### src/rtl/core/gcr_pkg.sv
// ----------------------------------------------------------------------------
// gcr_pkg - shared types and constants of the grid ray caster
// Request and configuration types, sequencer states, fixed-point sizes and
// the CORDIC arctangent table.
// ----------------------------------------------------------------------------
`default_nettype none

package gcr_pkg;

	// tile side in Q8 units is 1 << TQ_SHIFT (64 pixels, 8 fraction bits)
	localparam int TQ_SHIFT     = 14;
	localparam int TQ           = 1 << TQ_SHIFT;
	localparam int CORDIC_STEPS = 14;
	localparam int NUM_W        = 29;   // divider dividend width
	localparam int DEN_W        = 15;   // divider divisor width
	localparam int MAG_W        = 23;   // hit coordinate and distance magnitude
	localparam int SQ_W         = 46;   // squared distance
	localparam int QUEUE_DEPTH  = 4;
	localparam int QPTR_W       = 2;

	// configuration register indexes
	localparam logic [2:0] CFG_MAP_COLS   = 3'd0;
	localparam logic [2:0] CFG_MAP_ROWS   = 3'd1;
	localparam logic [2:0] CFG_PLAYER_X   = 3'd2;
	localparam logic [2:0] CFG_PLAYER_Y   = 3'd3;
	localparam logic [2:0] CFG_VIEW_ANGLE = 3'd4;

	// request type codes on the input channel
	localparam logic REQ_WRITE = 1'b0;
	localparam logic REQ_CAST  = 1'b1;

	typedef enum logic [1:0] {
		KIND_WRITE,
		KIND_CAST,
		KIND_DROP
	} req_kind_t;

	typedef struct packed {
		req_kind_t   kind;
		logic [5:0]  col;
		logic [5:0]  row;
		logic        wall;
		logic [15:0] angle;
	} req_item_t;

	typedef struct packed {
		logic [6:0]  map_cols;
		logic [6:0]  map_rows;
		logic [19:0] player_x;
		logic [19:0] player_y;
		logic [15:0] view_dir;
	} cfg_t;

	typedef enum logic [3:0] {
		ST_CLEAR,
		ST_IDLE,
		ST_DIR,
		ST_W_INIT,
		ST_W_MUL,
		ST_W_DIV,
		ST_W_CHECK,
		ST_W_READ,
		ST_W_END,
		ST_D_SQX,
		ST_D_SQY,
		ST_D_ROOT,
		ST_VIEW,
		ST_FIN,
		ST_OUT
	} back_state_t;

	// arctangent of 2^-i in binary angle units (65536 per turn)
	function automatic logic [13:0] atan_entry(input logic [3:0] i);
		logic [13:0] v;
		case (i)
			4'd0:    v = 14'd8192;
			4'd1:    v = 14'd4836;
			4'd2:    v = 14'd2555;
			4'd3:    v = 14'd1297;
			4'd4:    v = 14'd651;
			4'd5:    v = 14'd326;
			4'd6:    v = 14'd163;
			4'd7:    v = 14'd81;
			4'd8:    v = 14'd41;
			4'd9:    v = 14'd20;
			4'd10:   v = 14'd10;
			4'd11:   v = 14'd5;
			4'd12:   v = 14'd3;
			4'd13:   v = 14'd1;
			default: v = 14'd0;
		endcase
		return v;
	endfunction

endpackage

`default_nettype wire

### src/rtl/core/gcr_front.sv
// ----------------------------------------------------------------------------
// gcr_front - request intake and classification
// Registers each request, sorts it into write, cast or drop and hands it
// to the queue.
// ----------------------------------------------------------------------------
`default_nettype none

module gcr_front #(
	parameter int MAX_COLS = 64,
	parameter int MAX_ROWS = 64
) (
	input  logic              clk,
	input  logic              arst_n,
	input  logic              clearing,
	input  logic              req_valid,
	output logic              req_ready,
	input  logic              req_type,
	input  logic [5:0]        cell_col,
	input  logic [5:0]        cell_row,
	input  logic              cell_wall,
	input  logic [15:0]       cast_angle,
	input  logic              q_full,
	output logic              push,
	output gcr_pkg::req_item_t item
);

	import gcr_pkg::*;

	logic      stage_valid_s1;
	req_item_t item_s1;
	req_item_t item_n;
	logic      accept;

	assign push      = stage_valid_s1 && !q_full;
	assign req_ready = !clearing && (!stage_valid_s1 || !q_full);
	assign accept    = req_valid && req_ready;
	assign item      = item_s1;

	// classify the incoming request
	always_comb begin
		item_n.col   = cell_col;
		item_n.row   = cell_row;
		item_n.wall  = cell_wall;
		item_n.angle = cast_angle;
		if (req_type == REQ_CAST) begin
			item_n.kind = KIND_CAST;
		end else if (9'(cell_col) >= 9'(MAX_COLS) || 9'(cell_row) >= 9'(MAX_ROWS)) begin
			item_n.kind = KIND_DROP;
		end else begin
			item_n.kind = KIND_WRITE;
		end
	end

	// hold the stage until the queue takes it
	always_ff @(posedge clk or negedge arst_n) begin
		if (!arst_n) begin
			stage_valid_s1 <= 1'b0;
		end else if (accept) begin
			stage_valid_s1 <= 1'b1;
		end else if (push) begin
			stage_valid_s1 <= 1'b0;
		end
	end

	always_ff @(posedge clk) begin
		if (accept) begin
			item_s1 <= item_n;
		end
	end

endmodule

`default_nettype wire

### config.mk
export PLATFORM = sky130hd
export DESIGN_NAME = gcr_front
export DESIGN_NICKNAME = d
export VERILOG_FILES = /design/src/rtl/core/gcr_pkg.sv /design/src/rtl/core/gcr_front.sv
export SDC_FILE = /design/constraint.sdc
export NUM_CORES = 1
export LEC_CHECK = 0
export BUFFER_PORTS_ARGS = -buffer_cell sky130_fd_sc_hd__buf_2
export CAP_MARGIN = 10
export CELL_PAD_IN_SITES_DETAIL_PLACEMENT = 1
export CELL_PAD_IN_SITES_GLOBAL_PLACEMENT = 1
export CORE_MARGIN = 4
export CORE_UTILIZATION = 31
export CTS_CLUSTER_DIAMETER = 40
export DETAILED_ROUTE_END_ITERATION = 10
export HOLD_SLACK_MARGIN = 0.06
export PLACE_DENSITY = 0.89
export SLEW_MARGIN = 40
export SYNTH_ARGS = -nofsm -noshare
export SYNTH_HDL_FRONTEND = slang
export SYNTH_SLANG_ARGS = --single-unit
### constraint.sdc
create_clock -name clk -period 2.07 [get_ports clk]
set_input_delay 0.414 -clock clk [delete_from_list [all_inputs] [get_ports clk]]
set_output_delay 0.414 -clock clk [all_outputs]
set_load 0.005 [all_outputs]
# Yosys cells after proc, flatten, opt, wreduce, memory -nomap -nowiden
# Cells that the tools add are included.
dict set report classes {
  addsub 0
  multipliers 0
  n_div 0
  order_cmp 0
  n_eq_ne 0
  n_shift 0
  mux 3
  bitwise 0
  n_reduce_logical 8
}
# op count
set op_table {}
lappend op_table {{1-bit logical AND} 3}
lappend op_table {{1-bit logical NOT} 3}
lappend op_table {{1-bit two-way mux} 3}
lappend op_table {{2-bit nonzero test} 1}
lappend op_table {{1-bit logical OR} 1}
dict set report totals {
  ff_bits 32
  latchBits 0
  mem_bits_rw 0
  mem_bits_ro 0
  in_bits 35
  out_inout_bits 33
  word_cells 17
  memories 0
}

# Logic depth before layout (Yosys ltp)
# Gate-level depths: netlist of the first run.
dict set report depth {
  depth_word 5
  depth_mapped 2
  mapped_depth_nobuf 2
}

# Worst setup path before layout of the first run
# Ideal clock, no wire load.
dict set report synth_timing {
  path_kind {input to register}
  from {in clearing}
  to {reg item_s1, in the netlist item[0], enable pin}
  arrival_ps 1387
  required_ps 1673
  setup_slack_ps 285
  path_stages 2
  path_cell_list {nand2b_4 a21oi_2}
}
dict set report synth_via {
  elab_chain_len 3
}
# element line
set synth_rtl {}
lappend synth_rtl {{start: declaration} gcr_front.sv:14} ;# input logic clearing,
lappend synth_rtl {{1-bit logical NOT} gcr_front.sv:35} ;# assign req_ready = !clearing && (!stage_valid_s1 || !q_full);
lappend synth_rtl {{1-bit logical AND} gcr_front.sv:35}
lappend synth_rtl {{1-bit logical AND} gcr_front.sv:36} ;# assign accept = req_valid && req_ready;
lappend synth_rtl {{net accept} gcr_front.sv:32} ;# logic accept;
lappend synth_rtl {{end signal: assignment} gcr_front.sv:67} ;# item_s1 <= item_n;
lappend synth_rtl {{end: declaration} gcr_front.sv:30} ;# req_item_t item_s1;
# The timed path passes the listed nets, and every way through them passes these cells.
# A chain may end at the register's enable or synchronous reset.

# Final worst setup path of the first run
dict set report layout_timing {
  from {reg stage_valid_s1}
  to {out req_ready}
}
dict set report layout_via {
  elab_chain_len 3
}
# element line
set layout_rtl {}
lappend layout_rtl {{start: declaration} gcr_front.sv:29} ;# logic stage_valid_s1;
lappend layout_rtl {{start signal: assignment} gcr_front.sv:57} ;# stage_valid_s1 <= 1'b0;
lappend layout_rtl {{start signal: assignment} gcr_front.sv:59} ;# stage_valid_s1 <= 1'b1;
lappend layout_rtl {{start signal: assignment} gcr_front.sv:61} ;# stage_valid_s1 <= 1'b0;
lappend layout_rtl {{1-bit logical NOT} gcr_front.sv:35}
lappend layout_rtl {{1-bit logical OR} gcr_front.sv:35}
lappend layout_rtl {{1-bit logical AND} gcr_front.sv:35}
lappend layout_rtl {{end: declaration} gcr_front.sv:16} ;# output logic req_ready,
# Every way passes these cells.

==> results of run 1 <==
## synthesized netlist by cell type, drive strengths merged
cell type  instances
conb               1
buf                1
nand2              2
nand2b             1
edfxtp            30
nor2b              1
dfrtp              1
a21oi              2
## final cells by class
type	instances	area, um^2	share of cell area, %
Sequential cell	31	926	64.3
Timing Repair Buffer	69	355	24.7
Tap cell	44	55.1	3.83
Multi-Input combinational cell	7	52.6	3.65
Clock buffer	7	45.0	3.13
Clock inverter	1	5.00	0.348
## metrics by stage
| step | instances | utilization, % | power, uW |
|---|---|---|---|
| after floorplan | 39 | - | 763 |
| after global placement | 150 | 45.5 | 824 |
| after detailed placement | 150 | 45.5 | 831 |
| after CTS | 159 | 47.5 | 1150 |
| after global routing | 159 | 47.5 | 1190 |
| final | 159 | 47.5 | 1130 |
## flip-flops by register name (all words and copies together) (netlist names)
| signal | flops |
|---|---|
| item | 30 |
| stage_valid_s1 | 1 |
## report_power, final
| part | total [uW] | internal, uW | leakage [uW] | switching [uW] |
|---|---|---|---|---|
| clock network | 315 | 132 | 0.0000293 | 183 |
| logic | 87.4 | 46.8 | 0.000300 | 40.6 |
| registers | 728 | 720 | 0.000291 | 8.02 |
| total | 1130 | 899 | 0.000621 | 232 |
## worst paths after layout
path / startpoint / endpoint / depth (start not counted)
setup / recovery: stage_valid_s1 / req_ready / 2
hold / removal: cell_wall / item[16] / 1
setup reg to reg: stage_valid_s1 / item[12] / 2
hold reg to reg: stage_valid_s1 / stage_valid_s1 / 2
max in group asynchronous: arst_n / stage_valid_s1 / 2
min in group asynchronous: arst_n / stage_valid_s1 / 2
## metal layers
layer,part of all wire [%],up-vias
li1,-,299
met1,31,286
met2,53,47
met3,15,2
met4,1.2,0
met5,0,-
## layout by cell type (no fill, tap or decap), drive strengths merged
cell type	synthesis	final
clkbuf	0	7
edfxtp	30	30
nand2b	1	1
clkinv	0	1
dlygate4sd3	0	1
buf	1	68
nor2b	1	1
nand2	2	2
a21oi	2	2
conb	1	1
dfrtp	1	1
## logic make-up (layout without fill, tap and decap cells)
family	count (synthesis)	count (layout)	synth area share, %
flip-flops	31	31	94.6
AND/OR/NAND/NOR	4	4	2.81
AO/OA/AOI/OAI	2	2	1.41
other	1	1	0.383
buffers and inverters	1	77	0.768
==> out/results.tsv, run 1 <==
stage	metric	value	unit
routing	# DRC	0	
timing	Setup WS post-layout	0.596	ns
floorplan	Initial Util	32.3	%
critical_path	Buf+Inv Stages, Crit Path	1	
yosys	ranking of synthesized cells by area	edfxtp_1 (92%), dfrtp_1 (2.6%), nand2b_4 (1.4%), a21oi_2 (0.90%), buf_4 (0.77%)	
power_and_ir_drop	Pwr Density	786	nW/um^2
grt	met2 Track Usage GR	21.7	%
clock_tree	CTS H-tree depth	2	
grt	first-pass GRT wire length	3460	um
clock_tree	Worst-path clk slew	0.09	ns
yosys	Yosys top cell by area	edfxtp_1	
hold_path	Worst Hold Class	in2reg	
critical_path	top cell family by delay on the critical path	flip-flops	
critical_path	critical path class	reg2out	
clock_tree	Post-CTS Hold Fix Bufs	1	
placed_design	Final Wtd Congestion	0.650	
timing	endpoints failing setup	0	
timing	Slew Viols, Final	0	
routing	DR WL/cell	14.0	um
clock_tree	clock buffer depth	2	
grt	GR peak layer	met2	
cells_and_area	share of cells above drive strength 1	66.1	%
floorplan	DIE AREA	4120	um^2
critical_path	critical path arrival	1.06	ns
floorplan	Boundary Pins	68	
timing	worst hold slack	0.270	ns
yosys	Mapped Avg Cell Area	25.1	um^2
critical_path	sequence of cells on the critical path	a21oi_1 > buf_2	
critical_path	CP Max Fanout	4	
cells_and_area	design area	1440	um^2
timing	Worst Skew	0.00765	ns
yosys	Synth warnings	0	
routing	DR iter-0 viols	6	
timing	crit share post-route	71.2	%
power_and_ir_drop	Leak	0.000621	uW
grt	met1 Resource Use GR	9.25	%
clock_tree	TritonCTS clock tree	yes	
floorplan	row cnt	20	
floorplan	die height	64.2	um
timing	setup TNS	0	ns
critical_path	reg2reg setup slack	0.91	ns
cells_and_area	Area Growth Syn to Fin	47.1	%
critical_path	CP max stage delay	0.45	ns
cells_and_area	# nets final	149	
routing	post-route antenna net violation count	0	
placed_design	DPL Wire Length	1860	um
cells_and_area	Ant. Diodes	0	
yosys	Synth Cell Area	978	um^2
timing	setup repair after global routing missed its margin	no	
grt	initial antenna violation count	0	
critical_path	Worst Setup End Kind	output pin	
placed_design	I/O Buffers	66	
yosys	Synth cell types	9	
placed_design	Placed Area	1380	um^2
critical_path	CP Launch Type	flop	
critical_path	CP max-delay cell	dfrtp_1	
power_and_ir_drop	Peak VDD IR	0.000452	V
grt	GRT Total Usage	11.8	%
timing	Fin. Hold Viols	0	
floorplan	Die Span X	64.2	um
yosys	Post-Synthesis Cells	39	
grt	M3 GR Usage	7.91	%
yosys	Yosys top cell area share	92.1	%
routing	Via density	3.99	
floorplan	core area	3030	um^2
status	status	finished clean	
clock_tree	clk sinks	31	
clock_tree	number of buffers created by CTS	5	
clock_tree	Worst-Skew Late Latency	0.31	ns
run	MaxCap Viol Count	0	
grt	pin count of the biggest net entering global routing	17	
placed_design	post-place setup slack	0.693	ns
yosys	register area share after synthesis	94.6	%
routing	Pre-antenna DRT Iters	2	
cells_and_area	fillers	323	
yosys	Yosys reg bits	31	
clock_tree	cells resized by post-CTS repair	0	
critical_path	critical path required time	1.66	ns
timing	fmax	679	MHz
yosys	Mapped Nets	74	
clock_tree	Setup Buffers After CTS	0	
routing	Post-Route WL	2220	um
grt	vias in the first global route	758	
timing	min Tclk post-route	1.47	ns
grt	GRT overflow	0	
clock_tree	CTS root buf	clkbuf_4	
routing	vias post-DR	634	
Note: power is estimated with default switching activity, not from simulation.
==> inputs of run 2 (changes only) <==
ABC_AREA = 1   (was unset)
CORE_UTILIZATION = 30   (was 31)
PLACE_DENSITY = 0.87   (was 0.89)
clock period = 1.41 ns   (was 2.07 ns; I/O delays follow)
==> run 2 against run 1 <==
  * Routed wire length fell by 2.6%
  * Register-to-register slack got worse by 0.64 ns
  * Via count grew 2.7%
==> out/results.tsv, run 2 <==
stage	metric	value	unit
floorplan	row cnt	20	
run	MaxCap Viol Count	0	
yosys	EDFF count, synth	30	
routing	DR iter-0 viols	33	
yosys	Post-Synthesis Cells	42	
routing	Via density	4.02	
cells_and_area	Ant. Diodes	0	
placed_design	Placed Area	1400	um^2
yosys	ys flop type	edfxtp_1	
cells_and_area	design area	1460	um^2
placed_design	Final Wtd Congestion	0.615	
yosys	Synth cell types	9	
power_and_ir_drop	switching portion of total power	20.9	%
status	status	finished clean	
yosys	Synth Cell Area	980	um^2
power_and_ir_drop	total power	1660	uW
cells_and_area	fillers	342	
grt	GRT overflow	0	
routing	vias post-DR	651	
clock_tree	clk sinks	31	
clock_tree	Worst-Skew Late Latency	0.32	ns
clock_tree	cells resized by post-CTS repair	0	
cells_and_area	post-layout util	47.5	%
yosys	register area share after synthesis	94.5	%
floorplan	die height	65.1	um
clock_tree	Setup Buffers After CTS	0	
routing	Pre-antenna DRT Iters	3	
routing	Post-Route WL	2170	um
timing	setup repair after global routing missed its margin	no	
timing	crit share post-route	91.6	%
yosys	count leader, synth	edfxtp_1	
routing	post-route antenna net violation count	0	
floorplan	DIE AREA	4240	um^2
timing	endpoints failing setup	0	
power_and_ir_drop	Peak VDD IR	0.000527	V
clock_tree	Worst-path clk slew	0.09	ns
grt	GRT Total Usage	10.7	%
timing	min Tclk post-route	1.29	ns
yosys	async set-or-reset flop fraction in the synthesized netlist	3.23	%
critical_path	Worst Setup End Kind	output pin	
clock_tree	clock buffer depth	2	
cells_and_area	share of cells above drive strength 1	64.4	%
clock_tree	number of buffers created by CTS	5	
critical_path	reg2reg setup slack	0.27	ns
power_and_ir_drop	switching power	347	uW
grt	pin count of the biggest net entering global routing	16	
routing	# DRC	0	
floorplan	Boundary Pins	68	
critical_path	critical path class	reg2out	
floorplan	core area	3080	um^2
cells_and_area	Area Growth Syn to Fin	49.2	%
critical_path	critical path arrival	1.01	ns
power_and_ir_drop	Pwr Density	1140	nW/um^2
power_and_ir_drop	clock power share	27.7	%
clock_tree	CTS root buf	clkbuf_4	
yosys	Mapped Avg Cell Area	23.3	um^2
yosys	ranking of synthesized cells by area	edfxtp_1 (92%), dfrtp_1 (2.6%), inv_1 (1.5%), nand2_2 (1.3%), buf_4 (0.77%)	
clock_tree	TritonCTS clock tree	yes	
power_and_ir_drop	Leak	0.000637	uW
power_and_ir_drop	P_int	1320	uW
grt	first-pass GRT wire length	3190	um
power_and_ir_drop	power share of the combinational group	8.3	%
timing	Fin. Hold Viols	0	
cells_and_area	Largest register FFs	30	
grt	vias in the first global route	671	
routing	DR WL/cell	13.4	um
cells_and_area	most frequent cells in the layout	buf_2 (66), edfxtp_1 (30), clkbuf_4 (5), inv_1 (4)	
timing	Worst Skew	0.00616	ns
floorplan	Initial Util	31.8	%
critical_path	CP Max Fanout	2	
floorplan	Die Span X	65.1	um
yosys	Yosys top cell area share	92.0	%
grt	initial antenna violation count	0	
clock_tree	CTS H-tree depth	2	
timing	setup TNS	0	ns
cells_and_area	leading cell type in the layout, fill and taps excluded	buf_2	
hold_path	Worst Hold Class	in2reg	
placed_design	DPL Wire Length	1710	um
yosys	Yosys reg bits	31	
timing	Slew Viols, Final	0	
yosys	most frequent cells after synthesis	edfxtp_1 (30), inv_1 (4), nand2_2 (2)	
yosys	Synth warnings	0	
yosys	Mapped Nets	77	
critical_path	CP Launch Type	flop	
power_and_ir_drop	Reg power frac	64.1	%
timing	fmax	775	MHz
placed_design	I/O Buffers	66	
cells_and_area	# nets final	152	
critical_path	critical path required time	1.13	ns
yosys	Yosys top cell by area	edfxtp_1	
run 2: worst max-delay path, stage by stage, from the launching register on:
cell	delay [ns]
dfrtp_1	0.40
nand2_2	0.07
nand2_2	0.07
inv_1	0.06
buf_2	0.10
run 2: final cells by class:
type | instances | area, um^2 | share of cell area (%)
Timing Repair Buffer | 69 | 380 | 26.0
Tap cell | 44 | 55.1 | 3.77
Clock inverter | 2 | 7.51 | 0.514
Clock buffer | 6 | 41.3 | 2.83
Multi-Input combinational cell | 6 | 36.3 | 2.48
Inverter | 4 | 15.0 | 1.03
Sequential cell | 31 | 926 | 63.4
run 2: final timing paths:
path,cells past startpoint,to,from
max,4,req_ready,stage_valid_s1
min,1,item[20],cell_row[3]
max reg2reg,4,item[17],stage_valid_s1
min reg2reg,2,stage_valid_s1,stage_valid_s1
max in group asynchronous,2,stage_valid_s1,arst_n
min in group asynchronous,2,stage_valid_s1,arst_n
run 2: power by group through the flow:
stage / Clock (uW) / Sequential, uW / Combinational, uW
2_1_floorplan: 0 / 1090 / 28.1
3_3_place_gp: 0 / 1090 / 131
3_5_place_dp: 0 / 1090 / 139
4_1_cts: 495 / 1070 / 141
5_1_grt: 547 / 1070 / 151
6_report: 460 / 1070 / 137
run 2: timing repair:
item | 4_1_cts | 5_1_grt
endpoints found under the setup margin | 0 | 0
hold buffers | 1 | 0
hold endpoints to repair | 1 | 0
run 2: per-layer routing:
layer	wire (um)	vias up	GRT usage (%)
met5	0	-	0
met4	42	0	5.44
met3	263	6	6.67
met2	1220	37	18.9
met1	644	308	9.18
li1	-	300	-
run 2: cells by family after synthesis:
| group | after synthesis | share of synthesized area, % |
|---|---|---|
| and+or+nand+nor | 4 | 2.30 |
| AOI/OAI and AO/OA | 1 | 0.510 |
| other | 1 | 0.383 |
| buffers and inverters | 5 | 2.30 |
| DFF | 31 | 94.5 |
run 2: metrics by stage:
step	hold slack, ns	setup slack [ns]	cells
3_3_place_gp	0.0578	0.278	153
6_report	0.131	0.119	162
4_1_cts	0.108	0.0824	162
2_1_floorplan	-0.0136	0.0613	42
3_5_place_dp	0.0609	0.254	153
5_1_grt	0.0891	0.0150	162
==> inputs of run 3 (changes only) <==
CORE_UTILIZATION = 27   (was 30)
PLACE_DENSITY = 0.84   (was 0.87)
TNS_END_PERCENT = 20   (was unset)
clock period = 1.15 ns   (was 1.41 ns; I/O delays follow)
==> run 3 against run 2 <==
  * The run now ends with setup timing left
  * Worst setup slack lost 0.22 ns
  * Register-to-register slack got worse by 0.37 ns
  * Worst hold slack got worse by 0.040 ns
  * Total power up 27%
  * Global-route usage grew 1.1 points
  * Sequential share of layout area decreased by 8.3 points
  * Via count up 11%
  * First-iteration DRC count fell by 6.1%
  * Sequential cell count did not move
  * Sequential power increased by 22%
  * Non-clock buffer count rose by 19
  * Clock skew increased by 0.00093 ns
  * Largest cell class unchanged
==> out/results.tsv, run 3 (same netlist as run 2, synthesis figures left out) <==
stage	metric	value	unit
routing	# DRC	0	
cells_and_area	FF+latch area	926	um^2
cells_and_area	post-layout util	49.2	%
power_and_ir_drop	Leak	0.000732	uW
floorplan	die height	68.2	um
routing	DR WL/cell	13.6	um
timing	Worst Skew	0.00709	ns
grt	GRT Total Usage	11.7	%
timing	min Tclk post-route	1.25	ns
grt	GRT overflow	0	
placed_design	dpl cells	155	
cells_and_area	Ant. Diodes	0	
grt	initial antenna violation count	0	
grt	vias in the first global route	793	
routing	WL met1	712	um
timing	Setup WS post-layout	-0.100	ns
placed_design	Final Wtd Congestion	0.710	
routing	Post-Route WL	2480	um
cells_and_area	most frequent cells in the layout	buf_2 (65), edfxtp_1 (30), dlygate4sd3_1 (15), clkbuf_4 (5)	
clock_tree	CTS root buf	clkbuf_4	
placed_design	I/O Buffers	66	
routing	Top Metal Used	met4	
timing	crit share post-route	109	%
timing	setup repair after global routing missed its margin	yes	
routing	routed wl met3	269	um
clock_tree	CTS H-tree depth	2	
cells_and_area	leading cell type in the layout, fill and taps excluded	buf_2	
routing	post-route antenna net violation count	0	
critical_path	critical path class	reg2out	
hold_path	Worst Hold Class	in2reg	
clock_tree	TritonCTS clock tree	yes	
floorplan	Die Span X	68.2	um
cells_and_area	Largest register FFs	30	
power_and_ir_drop	total power	2110	uW
cells_and_area	share of cells above drive strength 1	59.9	%
routing	met2 routed WL	1470	um
critical_path	CP Max Fanout	2	
cells_and_area	Area Growth Syn to Fin	71.5	%
placed_design	post-place setup slack	-0.0188	ns
cells_and_area	fillers	374	
grt	pin count of the biggest net entering global routing	15	
status	failing checks	setup timing	
clock_tree	clock buffer depth	2	
placed_design	DPL Wire Length	1900	um
critical_path	critical path required time	0.92	ns
timing	fmax	800	MHz
timing	endpoints failing setup	32	
power_and_ir_drop	Peak VDD IR	0.000658	V
critical_path	CP Launch Type	flop	
routing	DR iter-0 viols	31	
critical_path	Worst Setup End Kind	output pin	
clock_tree	Worst-Skew Late Latency	0.32	ns
timing	setup TNS	-2.65	ns
cells_and_area	multi-input logic area	41.3	um^2
timing	Fin. Hold Viols	0	
cells_and_area	# nets final	171	
clock_tree	clk sinks	31	
power_and_ir_drop	Pwr Density	1250	nW/um^2
floorplan	Boundary Pins	68	
clock_tree	number of buffers created by CTS	5	
status	status	finished with violations	
floorplan	row cnt	21	
floorplan	Initial Util	28.7	%
timing	Slew Viols, Final	0	
clock_tree	Worst-path clk slew	0.09	ns
floorplan	core area	3420	um^2
grt	first-pass GRT wire length	3680	um
cells_and_area	fin cells	183	
routing	vias post-DR	721	
floorplan	DIE AREA	4660	um^2
routing	Pre-antenna DRT Iters	2	
run	MaxCap Viol Count	0	
routing	Via density	3.94	
critical_path	critical path arrival	1.02	ns
## run 3: changes by cell type in the layout (fill, tap and decap cells not counted), sizes merged
cell and delta:
buf +5, dlygate4sd3 +14
## run 3: worst max-delay path, stage by stage, from the launching register on
cell	delay, ns
dfrtp_1	0.40
nand2_2	0.10
nand2_4	0.07
inv_2	0.05
buf_6	0.08
## run 3: path summary, 6_finish.rpt
kind | slack, ns | end | cells past startpoint | from
hold reg to reg | 0.71 | stage_valid_s1 | 3 | stage_valid_s1
setup reg to reg | -0.10 | item[5] | 5 | stage_valid_s1
setup / recovery | -0.10 | req_ready | 4 | stage_valid_s1
min in group asynchronous | 0.22 | stage_valid_s1 | 2 | arst_n
hold / removal | 0.09 | item[9] | 1 | cast_angle[9]
max in group asynchronous | 0.84 | stage_valid_s1 | 2 | arst_n
## run 3: timing repair
| item | CTS | global route |
|---|---|---|
| endpoints found under the setup margin | 32 | 32 |
| endpoints found under the hold margin | 5 | 10 |
| pin swaps | 0 | 3 |
| gates resized for setup | 1 | 5 |
| hold buffers | 5 | 10 |
| gates cloned | 1 | 0 |
| buffers inserted | 1 | 3 |
## run 3: stage by stage
step / hold WS, ns / cell area, um^2
2_1_floorplan: -0.0656 / 985
3_3_place_gp: 0.00512 / 1410
3_5_place_dp: 0.00726 / 1410
4_1_cts: 0.0613 / 1550
5_1_grt: 0.0603 / 1680
6_report: 0.0911 / 1680
## run 3: where the power goes
| group | total [uW] | internal, uW | switching [uW] |
|---|---|---|---|
| combinational | 244 | 150 | 93.6 |
| clock | 554 | 226 | 328 |
| sequential | 1310 | 1300 | 12.6 |
| total | 2110 | 1670 | 434 |
## run 3: per-layer routing
layer / GRT usage (%) / vias to the layer above
met5: 0 / -
met4: 5.21 / 0
met3: 5.91 / 4
met2: 23.2 / 42
met1: 9.15 / 335
li1: - / 340
## run 3: final cells by class
type	instances	area share, %
Clock inverter	2	0.447
Multi-Input combinational cell	6	2.46
Clock buffer	6	2.46
Tap cell	46	3.43
Inverter	4	0.894
Sequential cell	31	55.1
Timing Repair Buffer	88	35.2
