$ cat src/rtl/core/gcr_pkg.sv
// ----------------------------------------------------------------------------
// gcr_pkg - shared types and constants of the grid ray caster
// Request and configuration types, sequencer states, fixed-point sizes and
// the CORDIC arctangent table.
// ----------------------------------------------------------------------------
`default_nettype none

package gcr_pkg;

	// tile side in Q8 units is 1 << TQ_SHIFT (64 pixels, 8 fraction bits)
	localparam int TQ_SHIFT     = 14;
	localparam int TQ           = 1 << TQ_SHIFT;
	localparam int CORDIC_STEPS = 14;
	localparam int NUM_W        = 29;   // divider dividend width
	localparam int DEN_W        = 15;   // divider divisor width
	localparam int MAG_W        = 23;   // hit coordinate and distance magnitude
	localparam int SQ_W         = 46;   // squared distance
	localparam int QUEUE_DEPTH  = 4;
	localparam int QPTR_W       = 2;

	// configuration register indexes
	localparam logic [2:0] CFG_MAP_COLS   = 3'd0;
	localparam logic [2:0] CFG_MAP_ROWS   = 3'd1;
	localparam logic [2:0] CFG_PLAYER_X   = 3'd2;
	localparam logic [2:0] CFG_PLAYER_Y   = 3'd3;
	localparam logic [2:0] CFG_VIEW_ANGLE = 3'd4;

	// request type codes on the input channel
	localparam logic REQ_WRITE = 1'b0;
	localparam logic REQ_CAST  = 1'b1;

	typedef enum logic [1:0] {
		KIND_WRITE,
		KIND_CAST,
		KIND_DROP
	} req_kind_t;

	typedef struct packed {
		req_kind_t   kind;
		logic [5:0]  col;
		logic [5:0]  row;
		logic        wall;
		logic [15:0] angle;
	} req_item_t;

	typedef struct packed {
		logic [6:0]  map_cols;
		logic [6:0]  map_rows;
		logic [19:0] player_x;
		logic [19:0] player_y;
		logic [15:0] view_dir;
	} cfg_t;

	typedef enum logic [3:0] {
		ST_CLEAR,
		ST_IDLE,
		ST_DIR,
		ST_W_INIT,
		ST_W_MUL,
		ST_W_DIV,
		ST_W_CHECK,
		ST_W_READ,
		ST_W_END,
		ST_D_SQX,
		ST_D_SQY,
		ST_D_ROOT,
		ST_VIEW,
		ST_FIN,
		ST_OUT
	} back_state_t;

	// arctangent of 2^-i in binary angle units (65536 per turn)
	function automatic logic [13:0] atan_entry(input logic [3:0] i);
		logic [13:0] v;
		case (i)
			4'd0:    v = 14'd8192;
			4'd1:    v = 14'd4836;
			4'd2:    v = 14'd2555;
			4'd3:    v = 14'd1297;
			4'd4:    v = 14'd651;
			4'd5:    v = 14'd326;
			4'd6:    v = 14'd163;
			4'd7:    v = 14'd81;
			4'd8:    v = 14'd41;
			4'd9:    v = 14'd20;
			4'd10:   v = 14'd10;
			4'd11:   v = 14'd5;
			4'd12:   v = 14'd3;
			4'd13:   v = 14'd1;
			default: v = 14'd0;
		endcase
		return v;
	endfunction

endpackage

`default_nettype wire

$ cat src/rtl/core/gcr_queue.sv
// ----------------------------------------------------------------------------
// gcr_queue - short request queue
// Decouples the intake stage from the sequencer.
// ----------------------------------------------------------------------------
`default_nettype none

module gcr_queue (
	input  logic               clk,
	input  logic               arst_n,
	input  logic               push,
	input  gcr_pkg::req_item_t push_item,
	input  logic               pop,
	output gcr_pkg::req_item_t head,
	output logic               full,
	output logic               empty
);

	import gcr_pkg::*;

	req_item_t         slot_q [QUEUE_DEPTH];
	logic [QPTR_W-1:0] wr_ptr_q;
	logic [QPTR_W-1:0] rd_ptr_q;
	logic [QPTR_W:0]   count_q;

	assign full  = count_q == (QPTR_W+1)'(QUEUE_DEPTH);
	assign empty = count_q == '0;
	assign head  = slot_q[rd_ptr_q];

	// advance pointers and count
	always_ff @(posedge clk or negedge arst_n) begin
		if (!arst_n) begin
			wr_ptr_q <= '0;
			rd_ptr_q <= '0;
			count_q  <= '0;
		end else begin
			if (push) begin
				wr_ptr_q <= wr_ptr_q + 1'b1;
			end
			if (pop) begin
				rd_ptr_q <= rd_ptr_q + 1'b1;
			end
			if (push && !pop) begin
				count_q <= count_q + 1'b1;
			end else if (pop && !push) begin
				count_q <= count_q - 1'b1;
			end
		end
	end

	always_ff @(posedge clk) begin
		if (push) begin
			slot_q[wr_ptr_q] <= push_item;
		end
	end

endmodule

`default_nettype wire

$ cat config.mk
export PLATFORM = sky130hd
export DESIGN_NAME = gcr_queue
export DESIGN_NICKNAME = d
export VERILOG_FILES = /design/src/rtl/core/gcr_pkg.sv /design/src/rtl/core/gcr_queue.sv
export SDC_FILE = /design/constraint.sdc
export NUM_CORES = 1
export LEC_CHECK = 0
export BUFFER_PORTS_ARGS = -buffer_cell sky130_fd_sc_hd__buf_4
export CORE_UTILIZATION = 51
export CTS_CLUSTER_SIZE = 28
export DETAILED_ROUTE_END_ITERATION = 8
export HOLD_SLACK_MARGIN = 0.08
export MAX_ROUTING_LAYER = met4
export PLACE_DENSITY_LB_ADDON = 0.05
export SLEW_MARGIN = 20
export SYNTH_ARGS = -nofsm -noshare
export SYNTH_HDL_FRONTEND = slang
export SYNTH_SLANG_ARGS = --single-unit
$ cat constraint.sdc
create_clock -name clk -period 1.7 [get_ports clk]
set_input_delay 0.085 -clock clk [delete_from_list [all_inputs] [get_ports clk]]
set_output_delay 0.085 -clock clk [all_outputs]
set_load 0.02 [all_outputs]
# Word level (Yosys, flattened, before mapping)
# Memories as Yosys holds them, arrays and structs flattened.
# Index checks and enable logic that the tools add are counted.
[totals]
ramBits = 124
out_inout_bits = 33
memories = 1
register_bits = 7
[mem_list]
columns = ["name", "depth", "width", "rd", "rd_clocked_by_memory_dff", "wr", "line_no", "rtl"]
rows = [
  ["slot_q", 4, 31, 1, 0, 1, "gcr_queue.sv:20", "req_item_t slot_q [QUEUE_DEPTH];"],
]
[classes]
reduce_logical = 6
add_sub_neg = 4
n_mux = 4
n_eq_ne = 1
[op_table]
columns = ["op", "count"]
rows = [
  ["$mux 3", 2],
  ["$add 2x1->2 const B", 2],
  ["$add 3x1->3 const B", 1],
  ["$eq 3x3->1 const B", 1],
  ["$logic_not 3->1", 1],
  ["$sub 3x1->3 const B", 1],
  ["$logic_and 1x1->1", 2],
  ["$logic_not 1->1", 2],
  ["$mux 1", 2],
  ["$reduce_bool 2->1", 1],
]

# Depth between registers and ports, before layout
# Gate-level depths: netlist of run 1.
[depth]
word_depth = 4
mapped_depth = 7

# Least setup slack after synthesis of run 1
# OpenSTA, ideal clock, no wires.
[synth_timing]
path_kind = "register to register"
startpoint = "reg wr_ptr_q[0]"
endpoint = "mem slot_q[2][0] (netlist name) (enable)"
setup_time_ns = 0.391
slack_ns = -0.073
stages_incl_launch_ff = 4
synth_period_minus_slack_ns = 1.773
required_ns = 1.309
n_path_buf = 0
arrival_ns = 1.382
cell_sequence = "dfrtp_1 -> inv_1 -> ha_1 -> and2_1"
[synth_rtl]
columns = ["item", "line_no", "rtl"]
rows = [
  ["from (decl)", "gcr_queue.sv:21", "logic [QPTR_W-1:0] wr_ptr_q;"],
  ["from (signal assigned)", "gcr_queue.sv:37", "wr_ptr_q <= wr_ptr_q + 1'b1;"],
  ["to (decl)", "gcr_queue.sv:20", ""],
]
# Straight into the memory's write port.

==> results of run 1 <==
==> cells by family (layout without fill, tap and decap cells) <==
logic type / count (synthesis) / in the layout
adders and majority gates: 6 / 6
xor gates and xnor gates: 6 / 6
buffers and inverters: 11 / 158
AOI/OAI and AO/OA: 1 / 1
DFF: 131 / 131
and+or+nand+nor: 9 / 9
muxes: 32 / 32
==> report_power, final <==
part | switching, mW | internal, mW | leakage, nW
Clock | 1.28 | 2.22 | 0.270
Sequential | 0.200 | 4.24 | 1.22
Combinational | 2.07 | 2.39 | 0.965
==> worst min-delay path by stage <==
stage,start,endpoint,depth (start not counted)
finish,push_item[18],slot_q[3][18],2
global route,push_item[13],slot_q[1][13],2
CTS,push_item[16],slot_q[3][16],2
detailed placement,arst_n,count_q[2],1
global placement,arst_n,count_q[2],1
floorplan,arst_n,count_q[0],0
==> layout by cell type (no fill, tap or decap), types with 2 or more instances in the layout <==
cell / n
and2_2: 4
buf_12: 8
buf_4: 45
buf_6: 32
bufinv_16: 3
clkbuf_16: 18
clkinv_1: 3
clkinv_4: 2
clkinvlp_4: 4
dfrtp_1: 6
dlygate4sd3_1: 35
edfxtp_1: 124
ha_1: 5
inv_1: 4
mux4_2: 31
nand2_1: 2
xnor2_1: 2
xor2_1: 4
==> metal layers <==
layer,global-route usage,up-vias,share of wire
met3,0.0529,13,0.031
met1,0.241,1197,0.44
met5,-,-,0
met4,0.0713,0,0.011
li1,-,1085,-
met2,0.295,60,0.52
==> sequential cells by signal, indices dropped and copies added (netlist names) <==
| register | flops |
|---|---|
| rd_ptr_q | 2 |
| count_q | 3 |
| slot_q | 124 |
| wr_ptr_q | 2 |
==> through the flow <==
stage	setup TNS, ns	cell area [sq um]
after floorplan	0	4910
after global placement	0	5680
after detailed placement	0	5680
after CTS	-6.97	6730
after global routing	-7.99	6820
final	-6.34	6820
==> cell type report <==
type,count,share of cell area
Sequential cell,131,0.572
Timing Repair Buffer,122,0.185
Multi-Input combinational cell,54,0.132
Clock buffer,18,0.0613
Clock inverter,14,0.0239
Tap cell,129,0.0237
Inverter,4,0.00220
==> timing repair <==
item,4_1_cts,5_1_grt
hold buffers,35,0
hold endpoints to repair,140,0
setup endpoints to repair,31,31
buffers inserted,2,3
resized for setup,35,0
cloned,0,2
==> results.sh, run 1 <==
export IMPL_p_total_mw=12.4
export IMPL_synth_most_common_cell="edfxtp_1"
export IMPL_synth_fa_ha_area_frac=0.0168
export IMPL_slew_viol_final=0
export IMPL_nFillCells=563
export IMPL_place_ws_ns=0.248
export IMPL_vias=2355
export IMPL_ff2ff_setup_slack_ns=0.26
export IMPL_insertion_delay_ns=0.50
export IMPL_slew_headroom=0.754
export IMPL_status="finished, violations left"
export IMPL_first_iter_violations=51
export IMPL_post_route_util=0.735
export IMPL_num_antenna_cells=0
export IMPL_setup_ws_ns=-0.220
export IMPL_final_min_clock_period_ns=1.92
export IMPL_initial_core_util=0.529
export IMPL_final_period_utilization=1.13
export IMPL_synth_compound_area_share=0.00102
export IMPL_crit_path_start="rd_ptr_q[0]"
export IMPL_p_leak_nw=2.45
export IMPL_drt_total_wl_um=8410
export IMPL_grt_max_degree=25
export IMPL_fin_cells=472
export IMPL_cts_buffers=17
export IMPL_routedWlPerCell_um=17.8
export IMPL_hold_violations=0
export IMPL_cp_start_kind="flop"
export IMPL_portBuffers=67
export IMPL_synth_xor_area_share=0.0107
export IMPL_endpoint_kind="primary output"
export IMPL_clk_pin_slew_worst_paths_ns=0.06
export IMPL_synth_common_cells="edfxtp_1, mux4_2, dfrtp_1"
export IMPL_seq_area_frac_synth=0.794
export IMPL_cts_sinks=131
export IMPL_synth_edf_count=124
export IMPL_synth_seq_cells=131
export IMPL_place_congestion=0.682
export IMPL_rr_worst_depth=4
export IMPL_layout_drive_gt1_share=0.443
export IMPL_synth_ff_type="edfxtp_1"
export IMPL_syn_nets=237
export IMPL_max_stage_delay_ns=0.50
export IMPL_drcViolationCount=0
export IMPL_antenna_found_initial=0
export IMPL_synth_top_family_by_area="multiplexers"
export IMPL_async_reset_ff_frac=0.0534
export IMPL_rows=35
export IMPL_grt_pass1_vias=2537
export IMPL_grt_overflow_total=0
export IMPL_die_area_sq_um=10000
export IMPL_fmax_mhz=521
export IMPL_fin_hold_ws_ns=0.329
export IMPL_grt_usage=0.189
export IMPL_core_area_sq_um=9280
export IMPL_dp_cells=398
export IMPL_reg2reg_from="wr_ptr_q[0]"
export IMPL_pin_count=68
export IMPL_vdd_drop_max_v=0.000960
export IMPL_synth_cells=196
export IMPL_cp_top_family="multiplexers"
export IMPL_multi_input_area_sq_um=903
export IMPL_netlist_area_sq_um=4910
export IMPL_r2r_end="slot_q[2][23]"
export IMPL_cts_tree="yes"
export IMPL_die_w_um=100
export IMPL_cp_arrival_ns=1.84
export IMPL_power_per_cell_area_nw_per_um2=1820
export IMPL_avgSynthCellArea_sq_um=25.0
export IMPL_setup_viol=31
export IMPL_worstSetupPathType="flop to primary output"
export IMPL_crit_cells=4
export IMPL_path_buf_inv=3
export IMPL_path_max_fanout=7
export IMPL_synth_cell_types=19
export IMPL_synth_top_cell_area_share=0.758
export IMPL_synthMuxAreaShare=0.147
export IMPL_finalNetCount=371
export IMPL_yosysWarnings=0
export IMPL_drt_vias_per_instance=4.99
export IMPL_cp_slowest_cell="mux4_2"
export IMPL_hpwlAfterDp_um=4910
export IMPL_crit_path_end="head[0]"
export IMPL_cts_htree_levels=4
export IMPL_synth_area_top_cells="edfxtp_1, mux4_2, dfrtp_1"
export IMPL_worstPathCellList="buf_4 > clkbuf_16 > mux4_2 > buf_6"
export IMPL_grt_pass1_wl_um=13100
export IMPL_regArea_sq_um=3900
export IMPL_ant_nets=0
export IMPL_final_setup_skew_ns=0.00771
export IMPL_first_pass_iters=4
export IMPL_synth_area_leader_cell="edfxtp_1"
export IMPL_hp_class="primary input to flop"
export IMPL_required_ns=1.62
export IMPL_clk_path_buf_depth=2
export IMPL_rsz0062_at_grt="yes"
export IMPL_area_growth_pct=38.9
export IMPL_violations="negative setup slack"
export IMPL_tightest_slew_ns=0.368
export IMPL_cts_root_buf="clkbuf_8"
export IMPL_synth_simple_gate_area_frac=0.00994
export IMPL_die_h_um=100
export IMPL_cap_violations=0
Note: power is estimated with default switching activity, not from simulation.
==> run 2: changes to the inputs <==
ABC_AREA = 1   (was not set)
CORE_UTILIZATION = 52   (was 51)
==> run 2 against run 1 <==
  * The run still ends with negative setup slack left
  * Largest cell class unchanged
  * Clock skew about the same
  * Cell count grew 44%
  * First-iteration DRC count rose by 130%
  * Fmax increased by 2.8%
  * Worst setup slack improved by 0.052 ns
  * Count of clock-buffer cells in the layout decreased by 1
  * Sequential share of layout area decreased by 4.5 points
  * Clock power grew 5%
  * Synthesized area grew 12%
  * Worst hold slack got worse by 0.027 ns
  * Synthesized cell count rose by 110%
  * Combinational power grew 28%
==> results.sh, run 2 <==
export IMPL_clk_pin_slew_worst_paths_ns=0.06
export IMPL_antenna_found_initial=0
export IMPL_cts_sinks=131
export IMPL_setup_ws_ns=-0.168
export IMPL_drcViolationCount=0
export IMPL_cp_arrival_ns=1.78
export IMPL_path_max_fanout=13
export IMPL_grt_pass1_vias=3292
export IMPL_num_antenna_cells=0
export IMPL_slew_viol_final=0
export IMPL_syn_nets=450
export IMPL_place_area_sq_um=6200
export IMPL_layout_commonest_cell="edfxtp_1"
export IMPL_tightest_slew_ns=0.324
export IMPL_synth_area_top_cells="edfxtp_1, nand2_1, o211ai_2"
export IMPL_drt_total_wl_um=10500
export IMPL_synth_area_leader_cell="edfxtp_1"
export IMPL_grt_overflow_total=0
export IMPL_p_total_mw=13.8
export IMPL_final_min_clock_period_ns=1.87
export IMPL_required_ns=1.62
export IMPL_cts_buffers=17
export IMPL_cap_violations=0
export IMPL_fin_hold_ws_ns=0.301
export IMPL_routedWlPerCell_um=15.4
export IMPL_rsz0062_at_grt="yes"
export IMPL_largest_reg_flops=124
export IMPL_worstSetupPathType="flop to primary output"
export IMPL_async_reset_ff_frac=0.0534
export IMPL_hpwlAfterDp_um=5800
export IMPL_pin_count=68
export IMPL_cts_root_buf="clkbuf_8"
export IMPL_slew_headroom=0.784
export IMPL_synth_common_cells="edfxtp_1, nand2_1, inv_1"
export IMPL_die_area_sq_um=10900
export IMPL_final_setup_skew_ns=0.00750
export IMPL_hp_class="primary input to flop"
export IMPL_portBuffers=67
export IMPL_first_pass_iters=4
export IMPL_finalNetCount=573
export IMPL_status="finished, violations left"
export IMPL_top_regs="slot_q: 124 flops, count_q: 3 flops"
export IMPL_power_per_cell_area_nw_per_um2=1870
export IMPL_synth_cells=409
export IMPL_layout_drive_gt1_share=0.283
export IMPL_first_iter_violations=116
export IMPL_cp_slowest_cell="dfrtp_4"
export IMPL_synth_seq_cells=131
export IMPL_vias=3369
export IMPL_place_ws_ns=0.262
export IMPL_core_area_sq_um=10300
export IMPL_synth_cell_types=20
export IMPL_synth_edf_count=124
export IMPL_cts_htree_levels=4
export IMPL_top_register="slot_q"
export IMPL_netlist_area_sq_um=5480
export IMPL_synth_most_common_cell="edfxtp_1"
export IMPL_cts_tree="yes"
export IMPL_worstPathCellList="buf_12 > buf_16 > o211ai_1 > nand2_1 > buf_6"
export IMPL_final_period_utilization=1.10
export IMPL_insertion_delay_ns=0.52
export IMPL_place_congestion=0.709
export IMPL_violations="negative setup slack"
export IMPL_setup_viol=31
export IMPL_mostFrequentLayoutCells="edfxtp_1, nand2_1, inv_1"
export IMPL_ant_nets=0
export IMPL_ff2ff_setup_slack_ns=0.31
export IMPL_die_h_um=105
export IMPL_fmax_mhz=535
export IMPL_yosysWarnings=0
export IMPL_avgSynthCellArea_sq_um=13.4
export IMPL_seq_area_frac_synth=0.712
export IMPL_grt_usage=0.209
export IMPL_cp_start_kind="flop"
export IMPL_synth_top_cell_area_share=0.680
export IMPL_die_w_um=105
export IMPL_p_leak_nw=3.08
export IMPL_grt_pass1_wl_um=16400
export IMPL_area_growth_pct=35.3
export IMPL_rows=37
export IMPL_grt_max_degree=35
export IMPL_endpoint_kind="primary output"
export IMPL_drt_vias_per_instance=4.95
export IMPL_max_stage_delay_ns=0.49
export IMPL_clk_path_buf_depth=2
export IMPL_initial_core_util=0.533
export IMPL_hold_violations=0
export IMPL_synth_ff_type="edfxtp_1"
export IMPL_vdd_drop_max_v=0.000989
export IMPL_final_area_sq_um=7410
## run 2: report_power, final
part           total [mW]  switching, mW  internal (mW)  leakage (nW)
registers            4.48          0.229           4.25          1.22
clock network        3.66           1.29           2.36         0.286
logic                5.72           3.20           2.51          1.57
## run 2: metal layers
| layer | global-route usage | wire, um | vias up |
|---|---|---|---|
| li1 | - | - | 1661 |
| met1 | 0.255 | 4650 | 1624 |
| met2 | 0.335 | 5330 | 70 |
| met3 | 0.0468 | 345 | 14 |
| met4 | 0.0966 | 159 | 0 |
| met5 | - | 0 | - |
## run 2: cells by family (layout without fill, tap and decap cells)
kind of cell	count (synthesis)	after routing	synth area share
compound gates	63	63	0.112
buf+inv	95	231	0.0777
flops	131	131	0.712
xor+xnor	4	4	0.00640
fa+ha+maj	6	6	0.0151
simple gates	110	110	0.0765
## run 2: final cells by class
type	count	area, sq um
fill	711	2870
inverter	74	280
sequential	131	3900
clock inverter	15	190
clock buffer	17	414
timing repair buffer	125	1290
multi-input combinational	183	1160
tap	136	170
## run 2: critical path, delay by kind of cell (launching register included)
family | cells | cell delay [ns]
buffers and inverters | 3 | 0.46
AND/OR/NAND/NOR | 1 | 0.11
flip-flops | 1 | 0.49
AO/OA/AOI/OAI | 1 | 0.19
## run 2: metrics by stage
stage / setup TNS (ns) / utilization / instances
floorplan: 0 / - / 409
global placement: 0 / 0.603 / 605
detailed placement: 0 / 0.603 / 605
CTS: -4.21 / 0.705 / 675
global route: -6.28 / 0.721 / 681
finish: -4.08 / 0.721 / 681
## run 2: path summary, 6_finish.rpt
kind                              from            to  depth (start not counted)
hold / removal                     pop   rd_ptr_q[0]                          3
min in group asynchronous       arst_n   rd_ptr_q[0]                          3
hold reg to reg             count_q[2]    count_q[2]                          2
setup / recovery           rd_ptr_q[0]      head[15]                          5
max in group asynchronous       arst_n   rd_ptr_q[0]                          3
setup reg to reg           wr_ptr_q[0]  slot_q[0][5]                          5
## run 2: timing repair
action                                 in CTS  in global routing
buffers inserted                            3                  3
hold buffers                               35                  0
gates resized for setup                    18                 15
endpoints found under the hold margin     138                  0
pin swaps                                   1                 22
gates cloned                                0                  3
setup endpoints to repair                  31                 31
==> run 3: changes to the inputs <==
--- a/config.mk
+++ b/config.mk
@@ -9,3 +9,4 @@
 export BUFFER_PORTS_ARGS = -buffer_cell sky130_fd_sc_hd__buf_4
-export CORE_UTILIZATION = 52
+export CORE_MARGIN = 2
+export CORE_UTILIZATION = 55
 export CTS_CLUSTER_SIZE = 28
==> constraint.sdc (replaced) <==
create_clock -name clk -period 2.2 [get_ports clk]
set_input_delay 0.55 -clock clk [delete_from_list [all_inputs] [get_ports clk]]
set_output_delay 0.55 -clock clk [all_outputs]
set_load 0.02 [all_outputs]
==> run 3 against run 2 <==
  * The run still ends with negative setup slack left
  * Non-clock buffer count shrank 33
  * Sequential cell count is the same
  * Clock skew shrank 0.00051 ns
  * Worst hold slack lost 0.062 ns
  * First-iteration DRC count grew 67%
  * Count of clock-buffer cells in the layout is the same
  * Critical path depth is the same
  * Sequential power shrank 22%
  * Clock power shrank 23%
  * Critical endpoint is now head[21]
  * Largest cell class unchanged
  * Largest power group unchanged
==> results.sh, run 3 (synthesis results as in run 2) <==
export IMPL_hpwlAfterDp_um=5890
export IMPL_place_ws_ns=0.416
export IMPL_first_iter_violations=194
export IMPL_hp_class="primary input to flop"
export IMPL_cts_buffers=17
export IMPL_pin_count=68
export IMPL_grt_pass1_vias=3201
export IMPL_reg2reg_from="wr_ptr_q[0]"
export IMPL_layout_drive_gt1_share=0.302
export IMPL_mostFrequentLayoutCells="edfxtp_1, nand2_1, inv_1"
export IMPL_insertion_delay_ns=0.50
export IMPL_first_pass_iters=6
export IMPL_p_leak_nw=2.95
export IMPL_hold_violations=0
export IMPL_required_ns=1.65
export IMPL_path_max_fanout=8
export IMPL_cts_sinks=131
export IMPL_cts_htree_levels=4
export IMPL_max_stage_delay_ns=0.53
export IMPL_worstPathCellList="buf_12 > buf_16 > o211ai_1 > nand2_1 > buf_6"
export IMPL_final_period_utilization=1.05
export IMPL_rr_worst_depth=5
export IMPL_core_area_sq_um=9730
export IMPL_antenna_found_initial=0
export IMPL_setup_ws_ns=-0.115
export IMPL_final_min_clock_period_ns=2.31
export IMPL_slew_viol_final=0
export IMPL_area_growth_pct=29.1
export IMPL_initial_core_util=0.563
export IMPL_endpoint_kind="primary output"
export IMPL_grt_overflow_total=0
export IMPL_drcViolationCount=0
export IMPL_grt_max_degree=33
export IMPL_cts_tree="yes"
export IMPL_cts_root_buf="clkbuf_8"
export IMPL_top_regs="slot_q: 124 flops, count_q: 3 flops"
export IMPL_cp_arrival_ns=1.76
export IMPL_portBuffers=67
export IMPL_dp_cells=604
export IMPL_place_area_sq_um=6200
export IMPL_clk_path_buf_depth=2
export IMPL_status="finished, violations left"
export IMPL_violations="negative setup slack"
export IMPL_worstSetupPathType="flop to primary output"
export IMPL_wl_met1_um=4500
export IMPL_routedWlPerCell_um=15.7
export IMPL_tightest_slew_ns=0.420
export IMPL_wl_met2_um=5180
export IMPL_top_register="slot_q"
export IMPL_drt_total_wl_um=10100
export IMPL_fin_cells=643
export IMPL_power_per_cell_area_nw_per_um2=1510
export IMPL_rows=36
export IMPL_die_h_um=104
export IMPL_largest_reg_flops=124
export IMPL_final_setup_skew_ns=0.00699
export IMPL_min_to="slot_q[0][13]"
export IMPL_fmax_mhz=432
export IMPL_cap_violations=0
export IMPL_cp_slowest_cell="dfrtp_4"
export IMPL_fin_hold_ws_ns=0.239
export IMPL_slew_headroom=0.719
export IMPL_place_congestion=0.730
export IMPL_drt_vias_per_instance=5.09
export IMPL_highest_layer="met4"
export IMPL_clk_pin_slew_worst_paths_ns=0.06
export IMPL_grt_pass1_wl_um=15800
export IMPL_vias=3271
export IMPL_die_area_sq_um=10800
export IMPL_met3RoutedLength_um=376
export IMPL_r2r_end="slot_q[2][26]"
export IMPL_num_antenna_cells=0
export IMPL_grt_usage=0.197
export IMPL_min_delay_path_depth=1
export IMPL_hp_start="push_item[13]"
export IMPL_cp_start_kind="flop"
export IMPL_final_area_sq_um=7070
export IMPL_ant_nets=0
export IMPL_die_w_um=104
export IMPL_rsz0062_at_grt="yes"
export IMPL_ff2ff_setup_slack_ns=0.61
export IMPL_finalNetCount=540
export IMPL_setup_tns_ns=-1.06
export IMPL_layout_commonest_cell="edfxtp_1"
export IMPL_vdd_drop_max_v=0.00105
export IMPL_setup_viol=18
==> run 3: cell types whose count changed in the layout (fill, tap and decap cells not counted), moves of 2 or more <==
| cell | before | now |
|---|---|---|
| clkinv_1 | 3 | 0 |
| dlygate4sd3_1 | 35 | 1 |
| nand2_2 | 4 | 2 |
| buf_8 | 2 | 0 |
| buf_4 | 56 | 48 |
| buf_6 | 21 | 33 |
| nand2_1 | 102 | 104 |
==> run 3: power breakdown <==
group / switching, mW / internal [mW]
sequential: 0.192 / 3.28
combinational: 2.45 / 1.94
clock: 0.975 / 1.83
total: 3.61 / 7.05
==> run 3: timing repair <==
item                                    CTS  global route
gates cloned                              0             4
gates resized for setup                  22            18
buffers inserted                          2             3
pin swaps                                 3            34
endpoints found under the setup margin   31            31
hold endpoints to repair                  7             0
hold buffers                              1             0
==> run 3: cell type report <==
type / instances / area, sq um
Clock buffer: 17 / 414
Sequential cell: 131 / 3900
Tap cell: 133 / 166
Inverter: 74 / 278
Clock inverter: 13 / 188
Timing Repair Buffer: 92 / 965
Multi-Input combinational cell: 183 / 1160
Fill cell: 664 / 2660
==> run 3: how the worst max path moves through the flow <==
stage / depth (start not counted) / startpoint / slack [ns] / to
after floorplan: 3 / push / 0.36 / slot_q[0][0]
after detailed placement: 4 / rd_ptr_q[0] / 0.42 / head[24]
after global placement: 4 / rd_ptr_q[0] / 0.45 / head[12]
final: 5 / rd_ptr_q[0] / -0.11 / head[21]
after CTS: 4 / rd_ptr_q[0] / -0.08 / head[25]
after global routing: 5 / rd_ptr_q[0] / -0.19 / head[25]
==> run 3: per-layer routing <==
metal	GRT usage	vias to the layer above
li1	-	1591
met3	0.0617	4
met5	-	-
met4	0.0579	0
met1	0.249	1609
met2	0.309	67
==> run 3: metrics by stage <==
step,power [mW],util
CTS,10.4,0.710
detailed placement,7.29,0.637
global route,11.2,0.727
global placement,7.20,0.637
floorplan,5.93,-
finish,10.7,0.727
==> run 3: critical path, delay by kind of cell (launching register included) <==
kind	cells	cell delay, ns
AO/OA/AOI/OAI	1	0.19
buffers and inverters	3	0.45
flip-flops	1	0.53
AND/OR/NAND/NOR	1	0.10
